**config.mk**
```make
export PLATFORM = sky130hd
export DESIGN_NAME = line_segment_merge
export DESIGN_NICKNAME = d
export VERILOG_FILES = /design/src/sv/lsm_pkg.sv /design/src/sv/lsm_ctrl.sv /design/src/sv/lsm_datapath.sv /design/src/sv/line_segment_merge.sv
export SDC_FILE = /design/constraint.sdc
export NUM_CORES = 2
export LEC_CHECK = 0
export BUFFER_PORTS_ARGS = -buffer_cell sky130_fd_sc_hd__buf_2
export CAP_MARGIN = 40
export CORE_ASPECT_RATIO = 1.4
export CORE_MARGIN = 2
export CORE_UTILIZATION = 55
export DETAILED_ROUTE_END_ITERATION = 8
export GPL_ROUTABILITY_DRIVEN = 0
export PLACE_DENSITY_LB_ADDON = 0.12
export SYNTH_ARGS = -nofsm -noshare
export SYNTH_HDL_FRONTEND = slang
export SYNTH_HIERARCHICAL = 1
export SYNTH_SLANG_ARGS = --single-unit
```
**constraint.sdc**
```tcl
create_clock -name aclk -period 22.9 [get_ports aclk]
set_clock_uncertainty 0.15 [all_clocks]
set_input_delay 1.145 -clock aclk [delete_from_list [all_inputs] [get_ports aclk]]
set_output_delay 1.145 -clock aclk [all_outputs]
set_load 0.01 [all_outputs]
```
**src/sv/lsm_pkg.sv**
```systemverilog
// lsm_pkg: shared constants, types and controller codes for line_segment_merge
// no dependencies; imported by the controller, the datapath and the top level

package lsm_pkg;

    // capacity of the line store, never more than one set's worth of results
    localparam int MAX_LINES    = 32;
    localparam int RESULT_LIMIT = 32;
    localparam int CAPACITY     = (MAX_LINES < RESULT_LIMIT) ? MAX_LINES : RESULT_LIMIT;
    localparam int IDX_W        = $clog2(CAPACITY);
    localparam int CNT_W        = $clog2(CAPACITY + 1);

    // field widths
    localparam int COORD_W = 16;
    localparam int TOL_W   = 15;
    localparam int DATA_W  = 5 * COORD_W;
    localparam int USER_W  = 2;

    localparam logic [TOL_W-1:0] TOL_RESET = 15'd480;

    typedef logic signed [COORD_W-1:0] coord_t;

    typedef struct packed {
        coord_t sx;
        coord_t sy;
        coord_t ex;
        coord_t ey;
        coord_t slope;
    } line_t;

    typedef enum logic [2:0] {
        ST_LOAD,
        ST_PICK,
        ST_BASE,
        ST_SCAN,
        ST_EMIT
    } lsm_state_t;

    // commands from the controller to the datapath
    typedef struct packed {
        logic load;
        logic merge_init;
        logic finish;
        logic i_next;
        logic base_rd;
        logic base_cap;
        logic scan;
        logic emit;
    } lsm_cmd_t;

    // status from the datapath to the controller
    typedef struct packed {
        logic i_end;
        logic i_visited;
        logic scan_done;
        logic out_free;
    } lsm_status_t;

endpackage

```
**src/sv/lsm_ctrl.sv**
```systemverilog
// lsm_ctrl: sequencer for loading a set and walking the greedy merge
// depends on lsm_pkg; drives lsm_datapath through lsm_cmd_t

module lsm_ctrl
    import lsm_pkg::*;
(
    input  logic        aclk,
    input  logic        aresetn,
    input  logic        s_tvalid,
    input  logic        s_tlast,
    output logic        s_tready,
    input  lsm_status_t status,
    output lsm_cmd_t    cmd,
    output lsm_state_t  state
);

    lsm_state_t state_reg, state_next;

    // state register
    always_ff @(posedge aclk) begin
        if (!aresetn) begin
            state_reg <= ST_LOAD;
        end else begin
            state_reg <= state_next;
        end
    end

    // next state and commands
    always_comb begin
        state_next = state_reg;
        cmd        = '0;
        s_tready   = 1'b0;
        unique case (state_reg)
            ST_LOAD: begin
                s_tready = 1'b1;
                if (s_tvalid) begin
                    cmd.load = 1'b1;
                    if (s_tlast) begin
                        cmd.merge_init = 1'b1;
                        state_next     = ST_PICK;
                    end
                end
            end
            ST_PICK: begin
                priority if (status.i_end) begin
                    cmd.finish = 1'b1;
                    state_next = ST_LOAD;
                end else if (status.i_visited) begin
                    cmd.i_next = 1'b1;
                end else begin
                    cmd.base_rd = 1'b1;
                    state_next  = ST_BASE;
                end
            end
            ST_BASE: begin
                cmd.base_cap = 1'b1;
                state_next   = ST_SCAN;
            end
            ST_SCAN: begin
                cmd.scan = 1'b1;
                if (status.scan_done) begin
                    state_next = ST_EMIT;
                end
            end
            ST_EMIT: begin
                if (status.out_free) begin
                    cmd.emit   = 1'b1;
                    state_next = ST_PICK;
                end
            end
            default: begin
                state_next = ST_LOAD;
            end
        endcase
    end

    assign state = state_reg;

endmodule

```
**src/sv/lsm_datapath.sv**
```systemverilog
// lsm_datapath: line store, visited flags, closeness compare, averaging and output register
// depends on lsm_pkg; commanded by lsm_ctrl

module lsm_datapath
    import lsm_pkg::*;
(
    input  logic              aclk,
    input  logic              aresetn,
    input  lsm_cmd_t          cmd,
    output lsm_status_t       status,
    input  logic [DATA_W-1:0] s_tdata,
    input  logic              cfg_valid,
    output logic              cfg_ready,
    input  logic [TOL_W-1:0]  cfg_data,
    output logic              m_tvalid,
    input  logic              m_tready,
    output logic [DATA_W-1:0] m_tdata,
    output logic [USER_W-1:0] m_tuser,
    output logic              m_tlast
);

    // strict closeness of one coordinate pair, difference kept at full precision
    function automatic logic coord_close(coord_t a, coord_t b, logic [TOL_W-1:0] tol);
        logic signed [COORD_W+1:0] d;
        logic signed [COORD_W+1:0] t;
        d = {{2{a[COORD_W-1]}}, a} - {{2{b[COORD_W-1]}}, b};
        t = {3'b000, tol};
        return (d < t) && (d > -t);
    endfunction

    // floor of the mean of two fields
    function automatic coord_t floor_avg(coord_t a, coord_t b);
        logic signed [COORD_W:0] s;
        s = {a[COORD_W-1], a} + {b[COORD_W-1], b};
        return s[COORD_W:1];
    endfunction

    line_t                 mem [CAPACITY];
    line_t                 in_line;
    line_t                 rd_reg, base_reg, match_reg, res_line;
    logic [TOL_W-1:0]      tol_reg;
    logic [CNT_W-1:0]      count_reg, i_reg, j_reg;
    logic                  ovf_reg;
    logic [CAPACITY-1:0]   visited_reg;
    logic                  cmp_valid_reg;
    logic [IDX_W-1:0]      cmp_j_reg;
    logic                  found_reg;
    logic                  full;
    logic                  j_live;
    logic                  cmp_hit;
    logic [CAPACITY-1:0]   rem_vec;
    logic                  is_last;
    logic                  m_tvalid_reg;
    logic [DATA_W-1:0]     m_tdata_reg;
    logic [USER_W-1:0]     m_tuser_reg;
    logic                  m_tlast_reg;

    // unpack the incoming transaction, first field lowest
    assign in_line.sx    = s_tdata[15:0];
    assign in_line.sy    = s_tdata[31:16];
    assign in_line.ex    = s_tdata[47:32];
    assign in_line.ey    = s_tdata[63:48];
    assign in_line.slope = s_tdata[79:64];

    assign full   = (count_reg >= CNT_W'(CAPACITY));
    assign j_live = (j_reg < count_reg);

    // tolerance register
    assign cfg_ready = 1'b1;
    always_ff @(posedge aclk) begin
        if (!aresetn) begin
            tol_reg <= TOL_RESET;
        end else if (cfg_valid) begin
            tol_reg <= cfg_data;
        end
    end

    // line store write
    always_ff @(posedge aclk) begin
        if (cmd.load && !full) begin
            mem[count_reg[IDX_W-1:0]] <= in_line;
        end
    end

    // line store read, one port with registered data
    always_ff @(posedge aclk) begin
        if (cmd.base_rd) begin
            rd_reg <= mem[i_reg[IDX_W-1:0]];
        end else if (cmd.scan && j_live) begin
            rd_reg <= mem[j_reg[IDX_W-1:0]];
        end
    end

    // compare of the candidate just read against the base line
    assign cmp_hit = cmp_valid_reg && !visited_reg[cmp_j_reg]
                   && coord_close(base_reg.sx, rd_reg.sx, tol_reg)
                   && coord_close(base_reg.sy, rd_reg.sy, tol_reg)
                   && coord_close(base_reg.ex, rd_reg.ex, tol_reg)
                   && coord_close(base_reg.ey, rd_reg.ey, tol_reg);

    // fill count and overflow flag
    always_ff @(posedge aclk) begin
        if (!aresetn) begin
            count_reg <= '0;
            ovf_reg   <= 1'b0;
        end else if (cmd.finish) begin
            count_reg <= '0;
            ovf_reg   <= 1'b0;
        end else if (cmd.load) begin
            if (full) begin
                ovf_reg <= 1'b1;
            end else begin
                count_reg <= count_reg + CNT_W'(1);
            end
        end
    end

    // visited flags
    always_ff @(posedge aclk) begin
        if (!aresetn) begin
            visited_reg <= '0;
        end else if (cmd.merge_init) begin
            visited_reg <= '0;
        end else begin
            if (cmd.base_rd) begin
                visited_reg[i_reg[IDX_W-1:0]] <= 1'b1;
            end
            if (cmd.scan && cmp_hit) begin
                visited_reg[cmp_j_reg] <= 1'b1;
            end
        end
    end

    // outer and inner indices, compare stage valid
    always_ff @(posedge aclk) begin
        if (!aresetn) begin
            i_reg         <= '0;
            j_reg         <= '0;
            cmp_valid_reg <= 1'b0;
            cmp_j_reg     <= '0;
        end else begin
            if (cmd.merge_init) begin
                i_reg <= '0;
            end else if (cmd.i_next || cmd.emit) begin
                i_reg <= i_reg + CNT_W'(1);
            end
            if (cmd.base_cap) begin
                j_reg         <= i_reg + CNT_W'(1);
                cmp_valid_reg <= 1'b0;
            end else if (cmd.scan) begin
                cmp_valid_reg <= j_live;
                cmp_j_reg     <= j_reg[IDX_W-1:0];
                if (j_live) begin
                    j_reg <= j_reg + CNT_W'(1);
                end
            end
        end
    end

    // base line and last match
    always_ff @(posedge aclk) begin
        if (!aresetn) begin
            found_reg <= 1'b0;
        end else if (cmd.base_cap) begin
            found_reg <= 1'b0;
        end else if (cmd.scan && cmp_hit) begin
            found_reg <= 1'b1;
        end
    end

    always_ff @(posedge aclk) begin
        if (cmd.base_cap) begin
            base_reg <= rd_reg;
        end
        if (cmd.scan && cmp_hit) begin
            match_reg <= rd_reg;
        end
    end

    // lines still to be emitted after this one
    always_comb begin
        for (int k = 0; k < CAPACITY; k++) begin
            rem_vec[k] = !visited_reg[k] && (CNT_W'(k) > i_reg) && (CNT_W'(k) < count_reg);
        end
    end
    assign is_last = ~|rem_vec;

    // result line
    always_comb begin
        if (found_reg) begin
            res_line.sx    = floor_avg(base_reg.sx, match_reg.sx);
            res_line.sy    = floor_avg(base_reg.sy, match_reg.sy);
            res_line.ex    = floor_avg(base_reg.ex, match_reg.ex);
            res_line.ey    = floor_avg(base_reg.ey, match_reg.ey);
            res_line.slope = floor_avg(base_reg.slope, match_reg.slope);
        end else begin
            res_line = base_reg;
        end
    end

    // output register
    always_ff @(posedge aclk) begin
        if (!aresetn) begin
            m_tvalid_reg <= 1'b0;
        end else if (cmd.emit) begin
            m_tvalid_reg <= 1'b1;
        end else if (m_tready) begin
            m_tvalid_reg <= 1'b0;
        end
    end

    always_ff @(posedge aclk) begin
        if (cmd.emit) begin
            m_tdata_reg <= {res_line.slope, res_line.ey, res_line.ex, res_line.sy, res_line.sx};
            m_tuser_reg <= {ovf_reg, found_reg};
            m_tlast_reg <= is_last;
        end
    end

    assign m_tvalid = m_tvalid_reg;
    assign m_tdata  = m_tdata_reg;
    assign m_tuser  = m_tuser_reg;
    assign m_tlast  = m_tlast_reg;

    // status back to the controller
    assign status.i_end     = (i_reg == count_reg);
    assign status.i_visited = visited_reg[i_reg[IDX_W-1:0]];
    assign status.scan_done = !j_live && !cmp_valid_reg;
    assign status.out_free  = !m_tvalid_reg || m_tready;

endmodule

```
**src/sv/line_segment_merge.sv**
```systemverilog
// line_segment_merge: top level joining the controller and the datapath
// depends on lsm_pkg, lsm_ctrl and lsm_datapath

// Line records are loaded one per transaction into a 32-entry store until a
// transaction with s_tlast set; lines past 32 are dropped and flagged in
// m_tuser[1]. The block then stops taking input and merges: every line still
// unvisited is read, compared against each later line in the store at one line
// per cycle through the single read port of the store, and emitted through an
// output register, waiting while the sink stalls; lines absorbed into an
// earlier one are stepped past without being read. m_tlast marks the final
// result of a set, and input is taken again once the merge has stepped past
// every line in the store. The tolerance write channel is always ready; write
// it only while the block is waiting for input. The store needs no clearing
// pass after reset.

module line_segment_merge
    import lsm_pkg::*;
(
    input  logic              aclk,
    input  logic              aresetn,
    // start_x, start_y, end_x, end_y, line_slope from the lowest bit up
    input  logic [DATA_W-1:0] s_tdata,
    input  logic              s_tlast,
    input  logic              s_tvalid,
    output logic              s_tready,
    // overlap_tolerance
    input  logic              cfg_valid,
    output logic              cfg_ready,
    input  logic [TOL_W-1:0]  cfg_data,
    // out_start_x, out_start_y, out_end_x, out_end_y, out_slope from the lowest bit up
    output logic [DATA_W-1:0] m_tdata,
    // was_merged, overflowed from the lowest bit up
    output logic [USER_W-1:0] m_tuser,
    output logic              m_tlast,
    output logic              m_tvalid,
    input  logic              m_tready
);

    lsm_cmd_t    cmd;
    lsm_status_t status;
    lsm_state_t  state;

    lsm_ctrl u_ctrl (
        .aclk     (aclk),
        .aresetn  (aresetn),
        .s_tvalid (s_tvalid),
        .s_tlast  (s_tlast),
        .s_tready (s_tready),
        .status   (status),
        .cmd      (cmd),
        .state    (state)
    );

    lsm_datapath u_datapath (
        .aclk      (aclk),
        .aresetn   (aresetn),
        .cmd       (cmd),
        .status    (status),
        .s_tdata   (s_tdata),
        .cfg_valid (cfg_valid),
        .cfg_ready (cfg_ready),
        .cfg_data  (cfg_data),
        .m_tvalid  (m_tvalid),
        .m_tready  (m_tready),
        .m_tdata   (m_tdata),
        .m_tuser   (m_tuser),
        .m_tlast   (m_tlast)
    );

`ifndef SYNTH
    // a result is never written over one the sink has not taken
    a_emit_free: assert property (@(posedge aclk) disable iff (!aresetn)
        cmd.emit |-> (!m_tvalid || m_tready))
        else $error("result register overwritten");

    // the final line of a set closes the input until the merge is done
    a_final_closes: assert property (@(posedge aclk) disable iff (!aresetn)
        (s_tvalid && s_tready && s_tlast) |=> !s_tready)
        else $error("input taken during merge");

    // once every line is handled the block takes input again
    a_back_to_load: assert property (@(posedge aclk) disable iff (!aresetn)
        (state == ST_PICK && status.i_end) |=> (s_tready && state == ST_LOAD))
        else $error("merge did not return to loading");

    // a line is only read as base when it has not been visited
    a_base_unvisited: assert property (@(posedge aclk) disable iff (!aresetn)
        cmd.base_rd |-> (!status.i_visited && !status.i_end))
        else $error("visited line picked as base");
`endif

endmodule
```
Yosys cells after proc, flatten, opt, wreduce, memory -nomap -nowiden
Memories as Yosys holds them, arrays and structs flattened. A register that Yosys moved wholly into a read port is not among the register bits.
Index checks and enable logic that the tools add are counted.
Storage, ports and cells
  memory bits (writable): 2560
  bits in latches: 0
  register bits: 400
  memories: 1
  bits in read-only memories: 0
  word-level logic and storage cells: 315
Memories
  u_datapath.mem: depth 32, width 80, rd ports 2, clocked after memory_dff 2, wr ports 1, line lsm_datapath.sv:38  | line_t mem [CAPACITY];
Operators by class
  $add $sub $neg: 13
  shift operators: 0
  bitwise logic cells: 5
  divide/modulo/power cells: 0
  multiply operators: 0
  equality and inequality tests: 10
  multiplexer cells: 46
  reduce and logical (&&, ||, !) cells: 133
  magnitude comparators: 78
Operators with widths (count)
  80-bit 2-to-1 mux: 3
  32-bit 2-to-1 mux: 4
  5-bit by 6-bit greater-than comparator with 1-bit output, first input constant: 16
  5-bit by 6-bit < comparator with 1-bit output, first input constant: 16
  16-bit by 16-bit adder with 17-bit output: 5
  1-bit logical AND: 79
  18-bit greater-than comparator: 4
  18-bit by 16-bit < comparator with 1-bit output: 4
  16-bit by 16-bit subtractor with 17-bit output: 4
  32-bit OR: 2
  4-bit by 6-bit greater-than comparator with 1-bit output, first input constant: 8
  4-bit by 6-bit < comparator with 1-bit output, first input constant: 8
  1-bit zero test: 38
  32-bit OR reduction: 1
  3-bit by 6-bit greater-than comparator with 1-bit output, first input constant: 4
  3-bit by 6-bit < comparator with 1-bit output, first input constant: 4
  3-bit 2-to-1 mux: 7
  5-bit 2-to-1 mux: 4
  6-bit by 1-bit adder with 6-bit output, second input constant: 3
  6-bit 2-to-1 mux: 3
  15-bit negation with 18-bit output: 1
  1-bit 2-to-1 mux: 17
  3-bit case mux with 5 select lines: 1
  1-bit by 6-bit greater-than comparator with 1-bit output, first input constant: 2
  23 further kinds: 47

Longest topological paths before layout
  word-level depth: 10
  mapped depth: 23
  depth with buffers taken out: 22

Modules after synthesis
The synthesis kept the hierarchy.
Modules (own cells, without submodules)
  lsm_datapath: cells an instance 7203, area each 141777.2 sq um, times used 1, sequential area each 88254.6 sq um
  lsm_ctrl: cells an instance 32, area each 285.3 sq um, times used 1, sequential area each 60.1 sq um

Least setup slack after synthesis
Ideal clock, no wire load.
  path type: input-to-reg
  from: input port m_tready
  to: register (tool-made name)
  path slack: 10943 ps
  stages on the path: 5
  data arrival time: 11730 ps
  buffers on the path: 0
  cell sequence: nand2b_1 -> nor4bb_1 -> o21ai_0 -> or3_1 -> a21oi_1
RTL lines
  start: declaration: line line_segment_merge.sv:36  | input logic m_tready

==> flow_summary.toml <==
[layout]
largest_register_ffs = 2560
finalNonFillerCells = 11156
fin_nets = 7873
drive_gt1_frac = 0.333
area_delta_synth_final_pct = 11.2
n_fill_cell = 17977

[routing]
drt_first_iter_violations = 9676
dr.pass1.iters = 6
vias = 80109
wirelength_mm = 411
vias_per_cell = 7.18
route.detailed.drc = 0
ant_nets = 0
drt-wirelength-per-cell_um = 36.8

[clocking]
cts_made_buffers = 293
postCtsSetupBuffers = 0
cts.sinks = 2970
cts_resized = 0
cts_root_buffer = "clkbuf_16"
clkTransAtPathRegs_ns = 0.06
clock_path_buffers = 4
cts_hold_repair.buffers = 0
insertion_delay_ns = 0.88
ctsHtreeMaxLevel = 5
cts_tree = "done"

[synthesis]
synth_cells = 7235
yosysUniqueCellTypes = 91
avgSynthCellArea_um2 = 19.6
synth_edf_count = 2883
synth_area_um2 = 142000
ys_ff_latch = 2970
yosys_warnings = 6
async_flop_share = 0
synth_seq_area_share = 0.622
synth_top_flop_cell = "edfxtp_1"
synth_nets = 7627

[placed_design]
pre_cts_ws_ns = 16.45
place_inst = 10625
portBuffers = 185
dp_hpwl_mm = 234

[timing]
fin_ws_ns = 16.53
whs_ns = 0.307
slew_headroom = 0.278
finalCritPeriodShare = 0.278
setup-tns-final_ns = 0
tightest_slew_ns = 1.08
fmax_mhz = 157
setup_violations = 0
final-hold-violation-count = 0
slew_viol_final = 0
rsz0062_at_grt = "false"
layout_min_cycle_time_ns = 6.37

[grt]
grt_overflow = 0
track_usage = 0.316
antenna_found_initial = 52
grt_pass1_wl_mm = 587
grt_max_degree = 149
grt_pass1_vias = 81191

[job]
drv_cap = 0

[setup_path]
worst_path_max_delay_cell = "buf_4"
crit_fanout = 95
cpLargestDelayFamily = "buffers and inverters"
cp.arrival_ns = 6.81
crit_chain = "buf_12, buf_4, buf_4, buf_4, buf_4, mux4_2, mux4_2, nor2b_1, a211oi_1, a21oi_1"
path_buf_inv = 5
rrSetupSlack_ns = 16.53
max_stage_delay_ns = 0.73
cp-start-kind = "register"
crit_top_cell = "buf_4"
endpoint_kind = "register"
crit_required_ns = 23.34
criticalPathCategory = "reg2reg"

[worst_hold_path]
hold_class = "reg2reg"
hp-start = "u_datapath/rd_reg[0]"

[status]
status = "completed"

[die]
chipWidth_um = 434
num_rows = 220
core_um2 = 257000
fp.dieH_um = 605
ioPinCount = 187
dieArea_um2 = 262000
start_util = 0.553

[pwr]
p_leak_nw = 48.1
p_switching_mw = 2.66
combinationalPowerShare = 0.079
p_int_mw = 9.18
ir_drop_mv = 0.0675
switching_share = 0.225
pwr-share-clk = 0.407
power_frac_seq = 0.514
power.density_nw_per_um2 = 75.0
finalPower_mw = 11.8
## routing by layer
layer,vias up,GRT usage,share of wire
met4,50,0.106,0.038
met2,4477,0.509,0.49
met3,867,0.0586,0.10
met1,43127,0.442,0.37
met5,-,0,0.00078
li1,31588,-,-
## cell usage in the layout (no fill, tap or decap), types with 54 or more instances in the layout
cell and n:
buf_4 173, xnor2_1 97, ha_1 282, mux4_2 1612
a211oi_1 99, mux2i_1 110, edfxtp_1 2883, dfxtp_1 76
o31ai_1 54, nor2b_1 136, nand2_1 129, nor3_1 69
inv_1 151, clkbuf_16 303, buf_2 186, o21ai_0 105
clkinv_1 56, a21oi_1 219, nor2_1 153
## power groups by stage
stage	registers [mW]	logic (mW)	clock network [mW]
5_1_grt	6.09	1.00	5.09
3_3_place_gp	6.20	0.895	0
4_1_cts	6.08	0.929	4.89
6_report	6.09	0.935	4.83
3_5_place_dp	6.20	0.925	0
2_1_floorplan	6.18	0.587	0
## per-stage QoR
stage | area [µm²] | util
2_1_floorplan | 142000 | -
3_3_place_gp | 147000 | 0.574
3_5_place_dp | 149000 | 0.578
4_1_cts | 158000 | 0.615
5_1_grt | 158000 | 0.615
6_report | 158000 | 0.615
## cell type report
cell class | count | area, µm² | share of cell area
timing repair buffer | 418 | 3660 | 0.0232
inverter | 154 | 586 | 0.00371
sequential | 2970 | 88400 | 0.559
clock inverter | 159 | 1610 | 0.0102
multi-input combinational | 3644 | 51600 | 0.327
clock buffer | 349 | 7750 | 0.0491
tap | 3441 | 4310 | 0.0273
antenna | 21 | 52.6 | 0.000333
## synth_stat cells (7+ instances only)
| master | count | area, µm² |
|---|---|---|
| ha_1 | 282 | 3530 |
| a31oi_1 | 19 | 119 |
| or3_1 | 11 | 68.8 |
| a211oi_1 | 99 | 743 |
| clkbuf_1 | 377 | 1420 |
| o31ai_1 | 54 | 405 |
| or2_2 | 9 | 56.3 |
| mux2i_1 | 110 | 1100 |
| mux2_2 | 42 | 473 |
| nand4_1 | 26 | 163 |
| xor2_1 | 33 | 289 |
| inv_1 | 152 | 571 |
| o21bai_1 | 14 | 105 |
| a211o_1 | 10 | 87.6 |
| a21oi_1 | 219 | 1100 |
| o211ai_1 | 11 | 82.6 |
| a31o_2 | 12 | 105 |
| nor3b_1 | 10 | 75.1 |
| o22ai_1 | 7 | 43.8 |
| nor4_1 | 13 | 81.3 |
| a41oi_1 | 11 | 96.3 |
| o21a_1 | 32 | 240 |
| mux4_2 | 1612 | 36300 |
| nor2b_1 | 137 | 857 |
| edfxtp_1 | 2883 | 86600 |
| a21boi_0 | 9 | 67.6 |
| o21ai_1 | 19 | 95.1 |
| nand3_1 | 42 | 210 |
| o21ai_0 | 105 | 526 |
| fa_1 | 9 | 180 |
| a21o_1 | 46 | 345 |
| and3b_1 | 7 | 61.3 |
| buf_1 | 78 | 293 |
| nand2b_1 | 28 | 175 |
| dfxtp_1 | 87 | 1740 |
| and3_1 | 8 | 50.1 |
| and2_1 | 11 | 68.8 |
| nor3_1 | 73 | 365 |
| nor2_1 | 180 | 676 |
| nand2_1 | 129 | 484 |
| xnor2_1 | 97 | 850 |
| a2111oi_0 | 12 | 105 |
| a221oi_1 | 8 | 70.1 |
## path summary, 6_finish.rpt
check / endpoint / cells past startpoint
setup / recovery: u_datapath/rd_reg[48] / 10
hold / removal: u_datapath/base_reg[0] / 0
setup reg to reg: u_datapath/rd_reg[48] / 10
hold reg to reg: u_datapath/base_reg[0] / 0
## cell families (layout without fill, tap and decap cells)
group	Yosys count	count (layout)	synth area share
AOI/OAI and AO/OA	747	747	0.0345
muxes	1769	1769	0.268
xor gates and xnor gates	130	130	0.00801
and+or+nand+nor	706	706	0.0253
adders and majority gates	291	291	0.0261
other	1	22	0.0000264
buffers and inverters	621	1080	0.0168
DFF	2970	2970	0.622
(Power assumes the default switching activity.)
